===== src/design/tfdm_pkg.sv =====
// Shared types and constants for the three-frame difference mask.
// Holds the configuration struct, register indexes, reset values and frame phase codes.
// No dependencies.
`default_nettype none

package tfdm_pkg;

    localparam int DEF_MAX_FRAME_PIXELS = 65536;

    localparam int PIX_W  = 8;
    localparam int POS_W  = 16;
    localparam int PPF_W  = 17;
    localparam int APB_AW = 5;
    localparam int APB_DW = 32;
    localparam int REG_IDX_W = 3;

    localparam logic [REG_IDX_W-1:0] REG_THRESHOLD_FIRST  = 3'd0;
    localparam logic [REG_IDX_W-1:0] REG_THRESHOLD_SECOND = 3'd1;
    localparam logic [REG_IDX_W-1:0] REG_COMBINE_WITH_XOR = 3'd2;
    localparam logic [REG_IDX_W-1:0] REG_SEPARATE_TRIPLES = 3'd3;
    localparam logic [REG_IDX_W-1:0] REG_PIXELS_PER_FRAME = 3'd4;

    localparam logic [PIX_W-1:0] RST_THRESHOLD_FIRST  = 8'd20;
    localparam logic [PIX_W-1:0] RST_THRESHOLD_SECOND = 8'd20;
    localparam logic             RST_COMBINE_WITH_XOR = 1'b1;
    localparam logic             RST_SEPARATE_TRIPLES = 1'b0;
    localparam logic [PPF_W-1:0] RST_PIXELS_PER_FRAME = 17'd57600;

    typedef struct packed {
        logic [PIX_W-1:0] threshold_first;
        logic [PIX_W-1:0] threshold_second;
        logic             combine_with_xor;
        logic             separate_triples;
        logic [PPF_W-1:0] pixels_per_frame;
    } t_cfg;

    typedef enum logic [2:0] {
        PH_OLDER   = 3'b001,
        PH_MIDDLE  = 3'b010,
        PH_COMPARE = 3'b100
    } t_phase;

    typedef struct packed {
        t_phase phase;
        logic   last;
    } t_ctl;

    function automatic logic [PIX_W-1:0] sat_sub(input logic [PIX_W-1:0] a,
                                                 input logic [PIX_W-1:0] b);
        logic [PIX_W:0] d;
        d = {1'b0, a} - {1'b0, b};
        return d[PIX_W] ? '0 : d[PIX_W-1:0];
    endfunction

endpackage

`default_nettype wire


===== src/design/tfdm_frame_ctl.sv =====
// Pixel counter and frame phase sequencer.
// Gives the raster position, the end-of-frame flag and the phase of each accepted item.
// Depends on tfdm_pkg.
`default_nettype none

module tfdm_frame_ctl #(
    parameter int MAX_FRAME_PIXELS = tfdm_pkg::DEF_MAX_FRAME_PIXELS
) (
    input  wire logic                                i_clk,
    input  wire logic                                i_rst_n,
    input  wire tfdm_pkg::t_cfg                      i_cfg,
    input  wire logic                                i_accept,
    output logic      [$clog2(MAX_FRAME_PIXELS)-1:0] o_pos,
    output tfdm_pkg::t_ctl                           o_ctl
);

    import tfdm_pkg::*;

    localparam int AW = $clog2(MAX_FRAME_PIXELS);
    localparam int CW = (AW + 1 > PPF_W) ? AW + 1 : PPF_W;
    localparam logic [CW-1:0] MAX_LEN = CW'(MAX_FRAME_PIXELS);

    logic [AW-1:0] r_count;
    logic [AW-1:0] n_count;
    t_phase        r_phase;
    t_phase        n_phase;
    logic [CW-1:0] len_req;
    logic [CW-1:0] len;
    logic          last;

    always_comb begin
        len_req = (i_cfg.pixels_per_frame == '0) ? CW'(1) : CW'(i_cfg.pixels_per_frame);
        len     = (len_req > MAX_LEN) ? MAX_LEN : len_req;
        last    = (CW'(r_count) + CW'(1)) >= len;
    end

    always_comb begin
        n_count = r_count;
        n_phase = r_phase;
        if (i_accept) begin
            if (last) begin
                n_count = '0;
                unique case (r_phase)
                    PH_OLDER:   n_phase = PH_MIDDLE;
                    PH_MIDDLE:  n_phase = PH_COMPARE;
                    PH_COMPARE: n_phase = i_cfg.separate_triples ? PH_OLDER : PH_COMPARE;
                    default:    n_phase = PH_OLDER;
                endcase
            end else begin
                n_count = r_count + AW'(1);
            end
        end
    end

    always_ff @(posedge i_clk) begin
        if (!i_rst_n) begin
            r_count <= '0;
            r_phase <= PH_OLDER;
        end else begin
            r_count <= n_count;
            r_phase <= n_phase;
        end
    end

    assign o_pos       = r_count;
    assign o_ctl.phase = r_phase;
    assign o_ctl.last  = last;

endmodule

`default_nettype wire


===== config.mk =====
export PLATFORM = sky130hd
export DESIGN_NAME = tfdm_frame_ctl
export DESIGN_NICKNAME = d
export VERILOG_FILES = /design/src/design/tfdm_pkg.sv /design/src/design/tfdm_frame_ctl.sv
export SDC_FILE = /design/constraint.sdc
export NUM_CORES = 1
export LEC_CHECK = 0
export ABC_AREA = 1
export BUFFER_PORTS_ARGS = -buffer_cell sky130_fd_sc_hd__buf_2
export CAP_MARGIN = 25
export CORE_UTILIZATION = 25
export DETAILED_ROUTE_END_ITERATION = 7
export MAX_ROUTING_LAYER = met4
export PLACE_DENSITY = 0.44
export SYNTH_ARGS = -nofsm -noshare
export SYNTH_HDL_FRONTEND = slang
export SYNTH_SLANG_ARGS = --single-unit

===== constraint.sdc =====
create_clock -name i_clk -period 5.8 [get_ports i_clk]
set_input_delay 0.87 -clock i_clk [delete_from_list [all_inputs] [get_ports i_clk]]
set_output_delay 0.87 -clock i_clk [all_outputs]
set_load 0.02 [all_outputs]

==> flow_summary.toml <==
[status]
run_status = "completed"

[clocking]
htreeDepth = 1
hold_buffers = 0
cts-root-buf = "clkbuf_8"
post_cts_buffers = 0
cts_resized = 0
cts_inserted_buffers = 3
clock_latency_ns = 0.26
clock_path_buffers = 2
cts_sinks = 19
cts_tree = "built"
cts.clk_slew.worst_paths_ns = 0.08

[logic_synthesis]
synth_cells = 307
synth_top_area_share_pct = 20.5
synthDistinctLibCells = 30
avgSynthCellArea_um2 = 6.04
synth_fp_nets = 363
synth_area_um2 = 1850
yosys_warnings = 0
seq_area_frac_synth_pct = 20.5
synthTopCellsByArea = "dfxtp_1 21%, nand2_1 16%, ha_1 12%, inv_1 9.3%, nand3_1 8.4%"
synth_top_area_cell = "dfxtp_1"
ys_ff_latch = 19

[worst_setup_path]
critPathKind = "input pin to output pin"
crit_fanout = 16
rr_startpoint = "o_pos[0]"
start_kind = "input pin"
path_cells = "buf_2 -> nor4_1 -> nand3_1 -> o21ai_2 -> nand2_1 -> ha_1 -> nand2_1 -> inv_1 -> nand2_1 -> nand2_1 -> nand2_1 -> nand2_1 -> nand2_1 -> nand3_2 -> buf_2"
arrival_ns = 3.87
ff2ff_path_depth = 17
crit_required_ns = 4.93
slowest_stage = "o21ai_2"
end_kind = "output pin"
max_stage_delay_ns = 0.53
r2r-end = "o_pos[12]"
worst_path_most_repeated_cell = "nand2_1"
r2r_setup_slack_ns = 2.24

[timing]
tightest_slew_ns = 0.640
setup_viol = 0
clock.fmax_mhz = 211
layout_setup_ws_ns = 1.06
max-slew-margin-rel_pct = 57.3
rsz0062_at_grt = "no"
skew_ns = 0.00730
finalHoldViolations = 0
fin_tns_setup_ns = 0
slew_violations = 0
fin_crit_ns = 4.74
period_share_pct = 81.8

[floorplan]
ios = 58
initial_core_util_pct = 25.7
die_area_um2 = 7760
die_y_um = 88.1
core_area_um2 = 7210
rows = 31
fp.dieW_um = 88.1

[routing]
routed_wl_um = 5230
route.vias.total = 1936
avgRoutedWirePerCell_um = 11.8
via_per_inst = 4.38
drt.antenna.violating_nets = 0
first_pass_iters = 4
drt_iter0_markers = 41
drc = 0

[layout]
layout_commonest_cell = "nand2_1"
diodes = 0
postLayoutCoreUtil_pct = 30.3
syn_to_final_growth_pct = 17.8
fillers = 864
drive_above_1_share_pct = 17.8
finalNetCount = 400
mostFrequentLayoutCells = "78 x nand2_1, 46 x inv_1, 40 x buf_2"

[place]
preCtsSetupSlack_ns = 0.959
gp_congestion = 0.757
dpl.hpwl_um = 4130
io_buffers = 40

[global_routing]
grt_start_max_net_pins = 22
grt_usage_pct = 14.5
antenna_found_initial = 0
grt_pass1_wl_um = 8410
grt_pass1_vias = 1762
overflow = 0

[power_and_ir_drop]
p_per_area_nw_per_um2 = 148
leakagePower_nw = 1.15
peakVddDrop_v = 0.0000786
fin_total_pwr_mw = 0.324

[worst_hold_path]
hold_path_class = "flip-flop to flip-flop"
min_from = "o_pos[9]"
min_to = "o_pos[9]"
hold_depth = 2

[flow_run]
maxCapViolCount = 0
[Yosys cell counts (all sizes together)]
library cell,count
a21boi,1
and2,1
nand3b,1
clkbuf,3
o21ai,10
buf,6
dfxtp,19
xnor2,2
nand3,33
ha,18
a21oi,21
xor2,3
nand4,5
inv,46
o21a,1
nor3,3
a21o,3
clkinv,1
nor4,3
nor2,43
nand2,83
or2,1
[cell type report]
class,count,area [µm²],area share [%]
Clock buffer,4,45.0,2.06
Inverter,47,176,8.08
Multi-Input combinational cell,232,1240,57.0
Sequential cell,19,380,17.4
Tap cell,99,124,5.67
Timing Repair Buffer,41,214,9.80
[metal layers]
layer	global-route usage, %	share of wire (%)	vias to the layer above
met4	3.08	0.90	0
li1	-	-	1051
met1	19.2	51	863
met3	1.13	1.9	4
met5	-	0	-
met2	24.2	46	18
[report_power, final]
| group | switching [mW] | total [mW] | leakage, nW | internal, mW |
|---|---|---|---|---|
| logic | 0.0551 | 0.0865 | 0.974 | 0.0314 |
| clock network | 0.0471 | 0.0960 | 0.0228 | 0.0489 |
| registers | 0.00599 | 0.141 | 0.154 | 0.135 |
[cell families (layout without fill, tap and decap cells)]
kind of cell	count (synthesis)	after routing	share of synthesized area [%]
AOI/OAI and AO/OA	36	36	11.0
buffers and inverters	56	92	12.4
and+or+nand+nor	173	173	41.6
adders and majority gates	18	18	12.2
xor gates and xnor gates	5	5	2.36
DFF	19	19	20.5
[worst max-delay path by stage]
stage / from / endpoint / slack (ns) / cells after the start
after global routing: i_cfg[6] / o_ctl[0] / 0.67 / 15
after floorplan: i_cfg[4] / o_ctl[0] / 2.14 / 12
after global placement: i_cfg[4] / o_ctl[0] / 0.93 / 15
final: i_cfg[4] / o_ctl[0] / 1.06 / 15
after CTS: i_cfg[4] / o_ctl[0] / 0.95 / 15
after detailed placement: i_cfg[4] / o_ctl[0] / 0.96 / 15
[worst max-delay path: cells and delay by family]
kind	cells	cell delay, ns
compound gates	1	0.53
buf+inv	3	0.42
fa+ha+maj	1	0.32
simple gates	10	1.71
[registers in the layout, indices dropped and copies added (netlist names)]
| register | count |
|---|---|
| o_pos | 16 |
| r_phase | 3 |
[per-stage QoR]
| step | hold slack [ns] | std cells | area (µm²) |
|---|---|---|---|
| global route | 0.543 | 442 | 2180 |
| CTS | 0.517 | 441 | 2170 |
| global placement | 0.500 | 437 | 2120 |
| finish | 0.514 | 442 | 2180 |
| detailed placement | 0.502 | 437 | 2120 |
| floorplan | 0.565 | 307 | 1850 |
Power figures use the tool's default switching activity.
